--- src/rtl/lpc_pkg.sv ---
// Shared types, constants and helper functions for the lidar point covariance block.
`timescale 1ns / 1ps
package lpc_pkg;

  localparam int unsigned COV_W    = 48;
  localparam int unsigned ROT_W    = 21;
  localparam int unsigned DIV_BITS = 48;
  localparam int unsigned WORLD_SH = 38;

  localparam logic [63:0]        MIN_R2    = 64'd429497;
  localparam logic signed [31:0] TINY_Y    = 32'sd7;
  localparam logic [63:0]        TINY_Y_SQ = 64'd49;

  // configuration register indexes
  localparam logic [2:0] CFG_RANGE_STD = 3'd0;
  localparam logic [2:0] CFG_BEAM_SSQ  = 3'd1;
  localparam logic [2:0] CFG_ROT_ROW0  = 3'd2;
  localparam logic [2:0] CFG_ROT_ROW1  = 3'd3;
  localparam logic [2:0] CFG_ROT_ROW2  = 3'd4;

  typedef struct packed {
    logic [19:0]       range_std;
    logic [31:0]       beam_sine_sq;
    logic [2:0][62:0]  rot;
  } lpc_cfg_t;

  // classified point, y already replaced, r2 taken with that y
  typedef struct packed {
    logic signed [31:0] x;
    logic signed [31:0] y;
    logic signed [31:0] z;
    logic [63:0]        r2;
    logic               valid;
  } lpc_item_t;

  typedef struct packed {
    logic                    strobe;
    logic                    frame_sel;
    logic signed [COV_W-1:0] xx;
    logic signed [COV_W-1:0] xy;
    logic signed [COV_W-1:0] xz;
    logic signed [COV_W-1:0] yy;
    logic signed [COV_W-1:0] yz;
    logic signed [COV_W-1:0] zz;
    logic                    cov_valid;
    logic                    last;
  } lpc_result_t;

  typedef enum logic [4:0] {
    BK_IDLE, BK_RV, BK_PP, BK_PPCAP, BK_NLO, BK_NHI, BK_NWAIT, BK_DINIT, BK_DIV,
    BK_T1, BK_T2LO, BK_T2HI, BK_T2WAIT, BK_BRND,
    BK_RR, BK_RRCAP, BK_CLO, BK_CHI, BK_CWAIT, BK_WRND, BK_OUT0, BK_OUT1
  } lpc_bstate_t;

  typedef enum logic [1:0] {ACC_NONE, ACC_ADD, ACC_SUB} lpc_accop_t;
  typedef enum logic [1:0] {SH_0, SH_24, SH_32} lpc_shift_t;

  // unique entry e -> row / column
  function automatic logic [1:0] ent_i(input logic [2:0] e);
    case (e)
      3'd0, 3'd1, 3'd2: return 2'd0;
      3'd3, 3'd4:       return 2'd1;
      default:          return 2'd2;
    endcase
  endfunction

  function automatic logic [1:0] ent_j(input logic [2:0] e);
    case (e)
      3'd0:       return 2'd0;
      3'd1, 3'd3: return 2'd1;
      default:    return 2'd2;
    endcase
  endfunction

  // symmetric (i,j) -> unique entry
  function automatic logic [2:0] ent_idx(input logic [1:0] i, input logic [1:0] j);
    logic [1:0] lo;
    logic [1:0] hi;
    lo = (i < j) ? i : j;
    hi = (i < j) ? j : i;
    case (lo)
      2'd0:    return {1'b0, hi};
      2'd1:    return 3'(hi) + 3'd2;
      default: return 3'd5;
    endcase
  endfunction

  // term t of the 3x3 sum -> (i,j)
  function automatic logic [1:0] term_i(input logic [3:0] t);
    if (t < 4'd3) return 2'd0;
    else if (t < 4'd6) return 2'd1;
    else return 2'd2;
  endfunction

  function automatic logic [1:0] term_j(input logic [3:0] t);
    case (t)
      4'd0, 4'd3, 4'd6: return 2'd0;
      4'd1, 4'd4, 4'd7: return 2'd1;
      default:          return 2'd2;
    endcase
  endfunction

  function automatic logic signed [31:0] pt_sel(input lpc_item_t it, input logic [1:0] k);
    case (k)
      2'd0:    return it.x;
      2'd1:    return it.y;
      default: return it.z;
    endcase
  endfunction

  function automatic logic signed [ROT_W-1:0] rot_elem(input lpc_cfg_t c,
                                                     input logic [1:0] i,
                                                     input logic [1:0] j);
    logic [62:0] row;
    row = c.rot[i];
    case (j)
      2'd0:    return row[20:0];
      2'd1:    return row[41:21];
      default: return row[62:42];
    endcase
  endfunction

  // round half up by k bits, clamp to 48-bit signed
  function automatic logic signed [COV_W-1:0] round_sat(input logic signed [127:0] a,
                                                        input int unsigned k);
    logic signed [127:0] b;
    logic signed [127:0] s;
    b = a + $signed(128'(1) << (k - 1));
    s = b >>> k;
    if (!((&s[127:COV_W-1]) || (~|s[127:COV_W-1])))
      return s[127] ? {1'b1, {(COV_W-1){1'b0}}} : {1'b0, {(COV_W-1){1'b1}}};
    return s[COV_W-1:0];
  endfunction

endpackage

--- src/rtl/lpc_queue.sv ---
// Two-entry request queue between the classifier and the covariance engine.
`timescale 1ns / 1ps
module lpc_queue (
  input  logic              clk,
  input  logic              rst_n,
  input  logic              push,
  input  lpc_pkg::lpc_item_t push_data,
  output logic              full,
  input  logic              pop,
  output lpc_pkg::lpc_item_t pop_data,
  output logic              empty
);
  import lpc_pkg::*;

  localparam int unsigned DEPTH = 2;
  localparam int unsigned PW    = $clog2(DEPTH);

  lpc_item_t         mem_r [DEPTH];
  logic [PW-1:0]     wr_ptr_r, wr_ptr_nxt;
  logic [PW-1:0]     rd_ptr_r, rd_ptr_nxt;
  logic [PW:0]       count_r, count_nxt;

  assign full     = (count_r == (PW+1)'(DEPTH));
  assign empty    = (count_r == '0);
  assign pop_data = mem_r[rd_ptr_r];

  always_comb begin
    wr_ptr_nxt = wr_ptr_r;
    rd_ptr_nxt = rd_ptr_r;
    count_nxt  = count_r;
    if (push) wr_ptr_nxt = (wr_ptr_r == PW'(DEPTH - 1)) ? '0 : wr_ptr_r + 1'b1;
    if (pop)  rd_ptr_nxt = (rd_ptr_r == PW'(DEPTH - 1)) ? '0 : rd_ptr_r + 1'b1;
    if (push && !pop) count_nxt = count_r + 1'b1;
    else if (pop && !push) count_nxt = count_r - 1'b1;
  end

  always_ff @(posedge clk) begin
    if (!rst_n) begin
      wr_ptr_r <= '0;
      rd_ptr_r <= '0;
      count_r  <= '0;
    end else begin
      wr_ptr_r <= wr_ptr_nxt;
      rd_ptr_r <= rd_ptr_nxt;
      count_r  <= count_nxt;
    end
  end

  always_ff @(posedge clk) begin
    if (push) mem_r[wr_ptr_r] <= push_data;
  end

endmodule

--- config.mk ---
export PLATFORM = sky130hd
export DESIGN_NAME = lpc_queue
export DESIGN_NICKNAME = d
export VERILOG_FILES = /design/src/rtl/lpc_pkg.sv /design/src/rtl/lpc_queue.sv
export SDC_FILE = /design/constraint.sdc
export NUM_CORES = 1
export LEC_CHECK = 0
export BUFFER_PORTS_ARGS = -buffer_cell sky130_fd_sc_hd__buf_2
export CORE_MARGIN = 2
export CORE_UTILIZATION = 50
export CTS_CLUSTER_SIZE = 25
export DETAILED_ROUTE_END_ITERATION = 8
export GPL_TIMING_DRIVEN = 0
export PLACE_DENSITY_LB_ADDON = 0.1
export SYNTH_ARGS = -nofsm -noshare
export SYNTH_HDL_FRONTEND = slang
export SYNTH_SLANG_ARGS = --single-unit
--- constraint.sdc ---
create_clock -name clk -period 12.9 [get_ports clk]
set_clock_uncertainty 0.1 [all_clocks]
set_input_delay 2.58 -clock clk [delete_from_list [all_inputs] [get_ports clk]]
set_output_delay 2.58 -clock clk [all_outputs]
set_load 0.05 [all_outputs]
[Word-level counts from Yosys, hierarchy flattened]
Memory sizes are Yosys's and may differ from the RTL's. A register that Yosys moved wholly into a read port is not among the register bits.
Cells that the tools add are included.
Word-level totals
  register bits after elaboration: 4
  RAM bits: 322
  output and inout bits: 163
  logic and storage cells: 23
  memories: 1
Memory list
  mem_r: depth 2, bits a word 161, read ports 1, clocked after memory_dff 1, wr ports 1, RTL line lpc_queue.sv:18  | lpc_item_t mem_r [DEPTH];
Operators by class
  add/subtract/negate cells: 4
  equal/unequal tests: 1
  multiplexer cells: 8
  reductions and logical operators: 6
Operator list (number)
  $mux W1: 6
  $mux W2: 2
  $add A1 B1 Y1 const B: 2
  $add A2 B1 Y2 const B: 1
  $eq A2 B2 Y1 const B: 1
  $logic_and A1 B1 Y1: 2
  $logic_not A1 Y1: 2
  $logic_not A2 Y1: 1
  $reduce_bool A2 Y1: 1
  $sub A2 B1 Y2 const B: 1

[Logic depth before layout (Yosys ltp)]
Gate-level depths: netlist of run 1.
  depth after elaboration: 4
  mapped depth: 5

[Worst setup path after synthesis of run 1]
Ideal clock, no wire load.
  path type: input port to flip-flop
  from: input port push
  to: memory mem_r[0][0] (netlist name) (enable)
  setup time: 0.703 ns
  arrival: 9.569 ns
  setup slack: 2.528 ns
  stages on the path: 1
  buffers on the path: 0
  cells stage by stage: nor2b_1
On the way
  longest elaborated chain between the ends: 2
Ends and longest elaborated chain
  from (decl): RTL line lpc_queue.sv:6  | input logic push,
  $mux W1: RTL line lpc_queue.sv:50  | if (push) mem_r[wr_ptr_r] <= push_data;
  $mux W1 (implied by the code): RTL line lpc_queue.sv:50
  to (decl): RTL line lpc_queue.sv:18
No other way between the ends.

==> impl_metrics.xml, run 1 <==
<?xml version="1.0" encoding="UTF-8"?>
<metrics>
  <group name="outcome">
    <metric name="run_status" unit="">complete, no violations</metric>
  </group>
  <group name="global_route">
    <metric name="grtUsageTotal" unit="">0.176</metric>
    <metric name="remaining_global_route_overflow" unit="">0</metric>
    <metric name="grt_first_pass_wirelength" unit="microns">34700</metric>
    <metric name="number_of_global_route_vias_before_repair" unit="">6485</metric>
    <metric name="antenna_violations_before_repair" unit="">7</metric>
    <metric name="maximum_number_of_pins_on_one_net_before_global_route_repair" unit="">64</metric>
  </group>
  <group name="sta">
    <metric name="timing.final.crit_period" unit="ps">4600</metric>
    <metric name="maxSlewViolCount" unit="">0</metric>
    <metric name="hold_viol_final" unit="">0</metric>
    <metric name="timing.slew.headroom" unit="">0.568</metric>
    <metric name="setup_tns" unit="ps">0</metric>
    <metric name="rsz_0062_raised_after_global_routing" unit="">no</metric>
    <metric name="setup_viol" unit="">0</metric>
    <metric name="post-route-period-util" unit="">0.357</metric>
    <metric name="fmax" unit="MHz">217</metric>
    <metric name="worst-slew-pin-transition" unit="ps">648</metric>
  </group>
  <group name="synth">
    <metric name="netlist_area" unit="sq mm">0.0122</metric>
    <metric name="syn_nets" unit="">689</metric>
    <metric name="most_area_hungry_cell_type_in_the_yosys_netlist" unit="">edfxtp_1</metric>
    <metric name="syn_area_per_cell" unit="sq um">23.3</metric>
    <metric name="synth_largest_type_area_fraction" unit="">0.793</metric>
    <metric name="synthTopCellsByArea" unit="">edfxtp_1, mux2_4, mux2_2</metric>
    <metric name="synth_cells" unit="">523</metric>
    <metric name="ys_seq_area_frac" unit="">0.801</metric>
    <metric name="synth_cell_type_count" unit="">17</metric>
    <metric name="ffs_latches_synth" unit="">327</metric>
    <metric name="ys.warnings.count" unit="">0</metric>
  </group>
  <group name="floorplanning">
    <metric name="dieArea" unit="sq mm">0.0257</metric>
    <metric name="num_rows" unit="">57</metric>
    <metric name="floorplan.die.height" unit="microns">160</metric>
    <metric name="chipWidth" unit="microns">160</metric>
    <metric name="ioPinCount" unit="">328</metric>
    <metric name="initial_core_util" unit="">0.506</metric>
    <metric name="core" unit="sq mm">0.0241</metric>
  </group>
  <group name="worst_setup_path">
    <metric name="reg2regPathDepth" unit="">4</metric>
    <metric name="timing.critical_path.to_type" unit="">primary output</metric>
    <metric name="regToRegSetupSlack" unit="ps">10870</metric>
    <metric name="required" unit="ps">10220</metric>
    <metric name="worst-endpoint-arrival" unit="ps">1920</metric>
    <metric name="cp_class" unit="">flip-flop to primary output</metric>
    <metric name="crit_path_start_kind" unit="">flip-flop</metric>
    <metric name="rr_startpoint" unit="">wr_ptr_r</metric>
    <metric name="critical_path.reg2reg.endpoint" unit="">mem_r[0][106]</metric>
    <metric name="crit_path_max_fanout" unit="">10</metric>
  </group>
  <group name="min_path">
    <metric name="timing.hold.worst.class" unit="">flip-flop to flip-flop</metric>
    <metric name="min_to" unit="">count_r[1]</metric>
    <metric name="holdCritStartpoint" unit="">count_r[1]</metric>
    <metric name="timing.hold.worst_path_depth" unit="">2</metric>
  </group>
  <group name="power_and_ir_drop">
    <metric name="internal_power" unit="mW">1.90</metric>
    <metric name="power.switching" unit="mW">0.665</metric>
    <metric name="power_per_cell_area" unit="mW/mm^2">166</metric>
    <metric name="finalPower" unit="mW">2.57</metric>
    <metric name="leakage" unit="nW">6.03</metric>
    <metric name="power.share.combinational" unit="">0.168</metric>
    <metric name="peakVddDrop" unit="mV">0.109</metric>
    <metric name="sw_frac_of_total" unit="">0.259</metric>
    <metric name="clockPowerShare" unit="">0.348</metric>
    <metric name="power.share.sequential" unit="">0.484</metric>
  </group>
  <group name="final_layout">
    <metric name="area.sequential" unit="sq mm">0.00977</metric>
    <metric name="multi_input_area" unit="sq mm">0.00227</metric>
    <metric name="layout.cells.most_common_list" unit="">buf_2, edfxtp_1, mux2_4, mux2_2, clkbuf_16</metric>
    <metric name="fin_cells" unit="">1240</metric>
    <metric name="nets" unit="">1059</metric>
    <metric name="layout.filler_cells" unit="">1785</metric>
    <metric name="layout-drive-gt1-share" unit="">0.614</metric>
    <metric name="layout.cells.most_common" unit="">buf_2</metric>
    <metric name="synthToLayoutAreaGrowth" unit="%">26.6</metric>
  </group>
  <group name="clock_tree">
    <metric name="max-clock-path-buffers" unit="">3</metric>
    <metric name="cts.hold.buffers_added" unit="">0</metric>
    <metric name="cts_root_buf" unit="">clkbuf_16</metric>
    <metric name="cts-resized-gates" unit="">0</metric>
    <metric name="post_cts_buffers" unit="">0</metric>
    <metric name="number_of_levels_the_h_tree_was_split_into" unit="">2</metric>
    <metric name="clkSinkCount" unit="">327</metric>
    <metric name="tritoncts_clock_tree" unit="">done</metric>
    <metric name="tritoncts.num_buffers" unit="">34</metric>
    <metric name="clk_transition_reported_paths" unit="ps">60</metric>
    <metric name="skew_pair_late_insertion_delay" unit="ps">490</metric>
  </group>
  <group name="routing">
    <metric name="drt-vias-per-instance" unit="">4.91</metric>
    <metric name="dr_total_vias" unit="">6093</metric>
    <metric name="antenna_violating_nets_post_route" unit="">0</metric>
    <metric name="postRouteWirelength" unit="microns">23100</metric>
    <metric name="firstDrtPassIters" unit="">4</metric>
    <metric name="drc_errors" unit="">0</metric>
    <metric name="initialDrtViolationCount" unit="">340</metric>
    <metric name="post_dr_wirelength_cell" unit="microns">18.6</metric>
  </group>
  <group name="place">
    <metric name="dp.cells" unit="">1181</metric>
    <metric name="routabilityCongestion" unit="">0.763</metric>
    <metric name="io_buffers" unit="">327</metric>
    <metric name="hpwl" unit="microns">16200</metric>
  </group>
  <group name="flow_run">
    <metric name="maxCapViolCount" unit="">0</metric>
  </group>
</metrics>
-- cell type report --
| type | count | share of cell area |
|---|---|---|
| clock buffer | 41 | 0.0609 |
| sequential | 327 | 0.633 |
| antenna | 5 | 0.000810 |
| multi-input combinational | 177 | 0.147 |
| timing repair buffer | 334 | 0.116 |
| buffer | 18 | 0.0103 |
| clock inverter | 13 | 0.00559 |
| tap | 324 | 0.0263 |
| inverter | 1 | 0.000243 |
-- cells in the mapped netlist, drive strengths merged --
library cell  count
inv               1
xor2              2
o21ai             1
xnor2             1
o21a              1
and2              4
or3               1
a21boi            1
edfxtp          322
nor2              1
mux2            161
dfxtp             5
nor2b             3
buf              18
ha                1
-- how the worst max path moves through the flow --
stage                   start            end  cells past startpoint
global route        flip-flop  pop_data[110]                      5
global placement         push       wr_ptr_r                      3
finish              flip-flop  pop_data[110]                      5
detailed placement       push   mem_r[0][64]                      5
floorplan                push    mem_r[0][0]                      1
CTS                 flip-flop  pop_data[110]                      5
-- per-layer routing --
layer / GRT usage / vias to the layer above / routed length [microns]
met4: 0.0651 / 4 / 671
met5: 0 / - / 24
met2: 0.308 / 244 / 11900
li1: - / 2829 / -
met1: 0.203 / 2965 / 8580
met3: 0.0564 / 51 / 1880
-- state kept, by name, indices dropped and copies added (netlist names), named ones only --
register,cells
mem_r,322
count_r,2
rd_ptr_r,1
wr_ptr_r,1
-- critical path, cell delays in order (launching register included) --
cell and delay [ps]:
dfxtp_1 320, buf_6 150, buf_6 210, buf_6 210, mux2_4 330, buf_2 210
-- through the flow --
step | area (sq um) | hold slack (ps) | util | setup slack, ps
CTS | 15400 | 468 | 0.640 | 8230
floorplan | 12200 | 373 | - | 2530
global placement | 14200 | 387 | 0.591 | -1190
detailed placement | 14400 | 457 | 0.597 | 8450
global route | 15400 | 491 | 0.641 | 8190
finish | 15400 | 453 | 0.641 | 8300
-- logic make-up (layout without fill, tap and decap cells) --
group / after synthesis / count (layout) / share of synthesized area
adder cells (fa/ha/maj): 1 / 1 / 0.00103
buffers and inverters: 19 / 407 / 0.0133
other: 0 / 5 / 0
flip-flops: 327 / 327 / 0.801
XOR/XNOR: 3 / 3 / 0.00215
AND/OR/NAND/NOR: 9 / 9 / 0.00441
AO/OA/AOI/OAI: 3 / 3 / 0.00164
multiplexers: 161 / 161 / 0.176
-- power groups by stage --
stage / registers, mW / logic (mW) / clock network (mW)
finish: 1.24 / 0.431 / 0.894
global route: 1.25 / 0.450 / 0.961
CTS: 1.24 / 0.436 / 0.918
detailed placement: 1.26 / 0.435 / 0
global placement: 1.28 / 0.421 / 0
floorplan: 1.27 / 0.326 / 0
No activity file was read; power rests on OpenSTA's default activity.
==> run 2: changes to the inputs <==
- ABC_AREA: not set -> 1
- clock period: 12.9 -> 4.4 ns (I/O delays scaled with it)
==> run 2 against run 1 <==
Global-route usage up 0.21 points. Cell area up 0.56%. Total power rose to 2.9 times the previous value. Worst hold slack worse by 28 ps. Clock-buffer cell count up 7. Register-to-register slack worse by 8800 ps. Die area about the same. Core utilization up 0.17 points. Clock power rose to 2.9 times the previous value. Critical path type unchanged. Largest power group unchanged. Highest routed layer is now met4.
==> impl_metrics.xml, run 2 <==
<?xml version="1.0" encoding="UTF-8"?>
<metrics>
  <group name="synth">
    <metric name="synth_edf_count" unit="">322</metric>
    <metric name="synth_ff_type" unit="">edfxtp_1</metric>
    <metric name="post-synth-top-count-cell" unit="">edfxtp_1</metric>
    <metric name="synth_adder_area_share" unit="">0.00103</metric>
    <metric name="proportion_of_synthesized_area_in_mux_cells" unit="">0.176</metric>
    <metric name="most_area_hungry_cell_type_in_the_yosys_netlist" unit="">edfxtp_1</metric>
    <metric name="async_reset_ff_frac" unit="">0</metric>
    <metric name="synthSimpleGateAreaFrac" unit="">0.00615</metric>
    <metric name="synth_largest_type_area_fraction" unit="">0.792</metric>
    <metric name="combinational_family_with_the_most_area_after_synthesis" unit="">multiplexers</metric>
    <metric name="syn_nets" unit="">702</metric>
    <metric name="synth_cells" unit="">536</metric>
    <metric name="synth_cell_type_count" unit="">14</metric>
    <metric name="synth_common_cells" unit="">edfxtp_1, mux2_4, mux2_2</metric>
    <metric name="synthTopCellsByArea" unit="">edfxtp_1, mux2_4, mux2_2</metric>
    <metric name="ys.warnings.count" unit="">0</metric>
    <metric name="ffs_latches_synth" unit="">327</metric>
    <metric name="netlist_area" unit="sq mm">0.0122</metric>
    <metric name="syn_area_per_cell" unit="sq um">22.8</metric>
    <metric name="synth_compound_area_frac" unit="">0.000820</metric>
    <metric name="ys_seq_area_frac" unit="">0.800</metric>
    <metric name="post_synth_xor_area_fraction" unit="">0</metric>
  </group>
  <group name="clock_tree">
    <metric name="skew_pair_late_insertion_delay" unit="ps">490</metric>
    <metric name="tritoncts_clock_tree" unit="">done</metric>
    <metric name="max-clock-path-buffers" unit="">3</metric>
    <metric name="cts-resized-gates" unit="">0</metric>
    <metric name="tritoncts.num_buffers" unit="">34</metric>
    <metric name="clk_transition_reported_paths" unit="ps">60</metric>
    <metric name="post_cts_buffers" unit="">0</metric>
    <metric name="clkSinkCount" unit="">327</metric>
    <metric name="cts.hold.buffers_added" unit="">0</metric>
    <metric name="cts_root_buf" unit="">clkbuf_16</metric>
    <metric name="number_of_levels_the_h_tree_was_split_into" unit="">2</metric>
  </group>
  <group name="worst_setup_path">
    <metric name="critPathSlowestCell" unit="">dfxtp_1</metric>
    <metric name="worst-endpoint-arrival" unit="ps">1920</metric>
    <metric name="critical_path_cell_by_cell" unit="">buf_6 -&gt; buf_6 -&gt; buf_6 -&gt; mux2_4 -&gt; buf_2</metric>
    <metric name="required" unit="ps">3420</metric>
    <metric name="crit_path_max_fanout" unit="">10</metric>
    <metric name="cp_num_buf_inv" unit="">4</metric>
    <metric name="timing.critical_path.to_type" unit="">primary output</metric>
    <metric name="cp_top_family" unit="">buffers and inverters</metric>
    <metric name="crit_path_start_kind" unit="">flip-flop</metric>
    <metric name="max_stage_delay" unit="ps">320</metric>
    <metric name="cp_class" unit="">flip-flop to primary output</metric>
    <metric name="cp_common_cell" unit="">buf_6</metric>
  </group>
  <group name="final_layout">
    <metric name="area.sequential" unit="sq mm">0.00977</metric>
    <metric name="largestRegisters" unit="">mem_r: 322 flops, count_r: 2 flops</metric>
    <metric name="largest_register_ff_count" unit="">322</metric>
    <metric name="layout.filler_cells" unit="">1693</metric>
    <metric name="multi_input_area" unit="sq mm">0.00226</metric>
    <metric name="layout.cells.most_common_list" unit="">buf_2, edfxtp_1, mux2_4, mux2_2, clkbuf_16</metric>
    <metric name="synthToLayoutAreaGrowth" unit="%">27.2</metric>
    <metric name="layout.cells.most_common" unit="">buf_2</metric>
    <metric name="nets" unit="">1075</metric>
    <metric name="layout-drive-gt1-share" unit="">0.601</metric>
    <metric name="fin_cells" unit="">1263</metric>
    <metric name="fin_area" unit="sq mm">0.0155</metric>
    <metric name="register_name_with_the_most_flops" unit="">mem_r</metric>
    <metric name="finish.utilization" unit="">0.642</metric>
  </group>
  <group name="floorplanning">
    <metric name="floorplan.die.height" unit="microns">160</metric>
    <metric name="initial_core_util" unit="">0.505</metric>
    <metric name="chipWidth" unit="microns">160</metric>
    <metric name="num_rows" unit="">57</metric>
    <metric name="ioPinCount" unit="">328</metric>
    <metric name="core" unit="sq mm">0.0242</metric>
    <metric name="dieArea" unit="sq mm">0.0257</metric>
  </group>
  <group name="min_path">
    <metric name="timing.hold.worst.class" unit="">flip-flop to flip-flop</metric>
  </group>
  <group name="flow_run">
    <metric name="maxCapViolCount" unit="">0</metric>
  </group>
  <group name="place">
    <metric name="dp.cells" unit="">1197</metric>
    <metric name="routabilityCongestion" unit="">0.748</metric>
    <metric name="hpwl" unit="microns">16600</metric>
    <metric name="io_buffers" unit="">327</metric>
    <metric name="place_ws" unit="ps">1400</metric>
    <metric name="dpl-instance-area" unit="sq mm">0.0145</metric>
  </group>
  <group name="sta">
    <metric name="timing.slew.headroom" unit="">0.381</metric>
    <metric name="setup_tns" unit="ps">0</metric>
    <metric name="fmax" unit="MHz">345</metric>
    <metric name="maxSlewViolCount" unit="">0</metric>
    <metric name="setup_viol" unit="">0</metric>
    <metric name="setup_slack" unit="ps">1500</metric>
    <metric name="hold_viol_final" unit="">0</metric>
    <metric name="worst-slew-pin-transition" unit="ps">926</metric>
    <metric name="holdWs" unit="ps">425</metric>
    <metric name="post-route-period-util" unit="">0.658</metric>
    <metric name="rsz_0062_raised_after_global_routing" unit="">no</metric>
    <metric name="timing.final.crit_period" unit="ps">2900</metric>
  </group>
  <group name="power_and_ir_drop">
    <metric name="leakage" unit="nW">6.08</metric>
    <metric name="finalPower" unit="mW">7.35</metric>
    <metric name="power_per_cell_area" unit="mW/mm^2">473</metric>
    <metric name="peakVddDrop" unit="mV">0.324</metric>
  </group>
  <group name="global_route">
    <metric name="antenna_violations_before_repair" unit="">9</metric>
    <metric name="number_of_global_route_vias_before_repair" unit="">6541</metric>
    <metric name="grt_first_pass_wirelength" unit="microns">35000</metric>
    <metric name="remaining_global_route_overflow" unit="">0</metric>
    <metric name="maximum_number_of_pins_on_one_net_before_global_route_repair" unit="">42</metric>
    <metric name="grtUsageTotal" unit="">0.178</metric>
  </group>
  <group name="routing">
    <metric name="drc_errors" unit="">0</metric>
    <metric name="initialDrtViolationCount" unit="">310</metric>
    <metric name="post_dr_wirelength_cell" unit="microns">18.5</metric>
    <metric name="firstDrtPassIters" unit="">4</metric>
    <metric name="drt-vias-per-instance" unit="">4.92</metric>
    <metric name="postRouteWirelength" unit="microns">23400</metric>
    <metric name="dr_total_vias" unit="">6217</metric>
    <metric name="antenna_violating_nets_post_route" unit="">0</metric>
  </group>
  <group name="outcome">
    <metric name="run_status" unit="">complete, no violations</metric>
  </group>
</metrics>
## run 2: cell count changes after synthesis, moves of 2 or more
cell,delta
nor2_1,+8
and2_1,-4
xor2_1,-2
nand2_1,+8
nor2b_1,-3
inv_1,+7
## run 2: where the power goes
group	leakage, nW	internal, mW	switching, mW
Combinational	2.52	0.364	0.770
Clock	0.489	1.52	1.05
Sequential	3.06	3.61	0.0385
Total	6.08	5.50	1.86
## run 2: worst reg2reg max path, cell delays in order (launching register included)
cell and delay, ps:
dfxtp_1 340, nand2_1 150, clkinvlp_4 760, buf_12 480, buf_16 200
## run 2: area by class of cell
class / count / area share
sequential: 327 / 0.629
multi-input combinational: 183 / 0.145
timing repair buffer: 337 / 0.121
clock buffer: 48 / 0.0623
tap: 324 / 0.0261
buffer: 18 / 0.0102
clock inverter: 9 / 0.00266
inverter: 8 / 0.00218
antenna: 9 / 0.00145
## run 2: path summary, 6_finish.rpt
kind | start | depth (start not counted) | slack, ps | end
setup reg to reg | wr_ptr_r | 4 | 2100 | mem_r[1][32]
hold / removal | rd_ptr_r | 2 | 430 | flip-flop
setup / recovery | flip-flop | 5 | 1500 | pop_data[77]
hold reg to reg | rd_ptr_r | 2 | 430 | flip-flop
## run 2: logic make-up (layout without fill, tap and decap cells)
group                      Yosys count  in the layout
DFF                                327            327
adders and majority gates            1              1
AOI/OAI and AO/OA                    2              2
buffers and inverters               26            420
and+or+nand+nor                     19             19
muxes                              161            161
other                                0              9
## run 2: layer usage
metal	vias to the layer above	share of wire	GRT usage
li1	2885	-	-
met1	3027	0.37	0.202
met2	251	0.50	0.305
met3	54	0.094	0.0655
met4	0	0.038	0.0753
met5	-	0	0
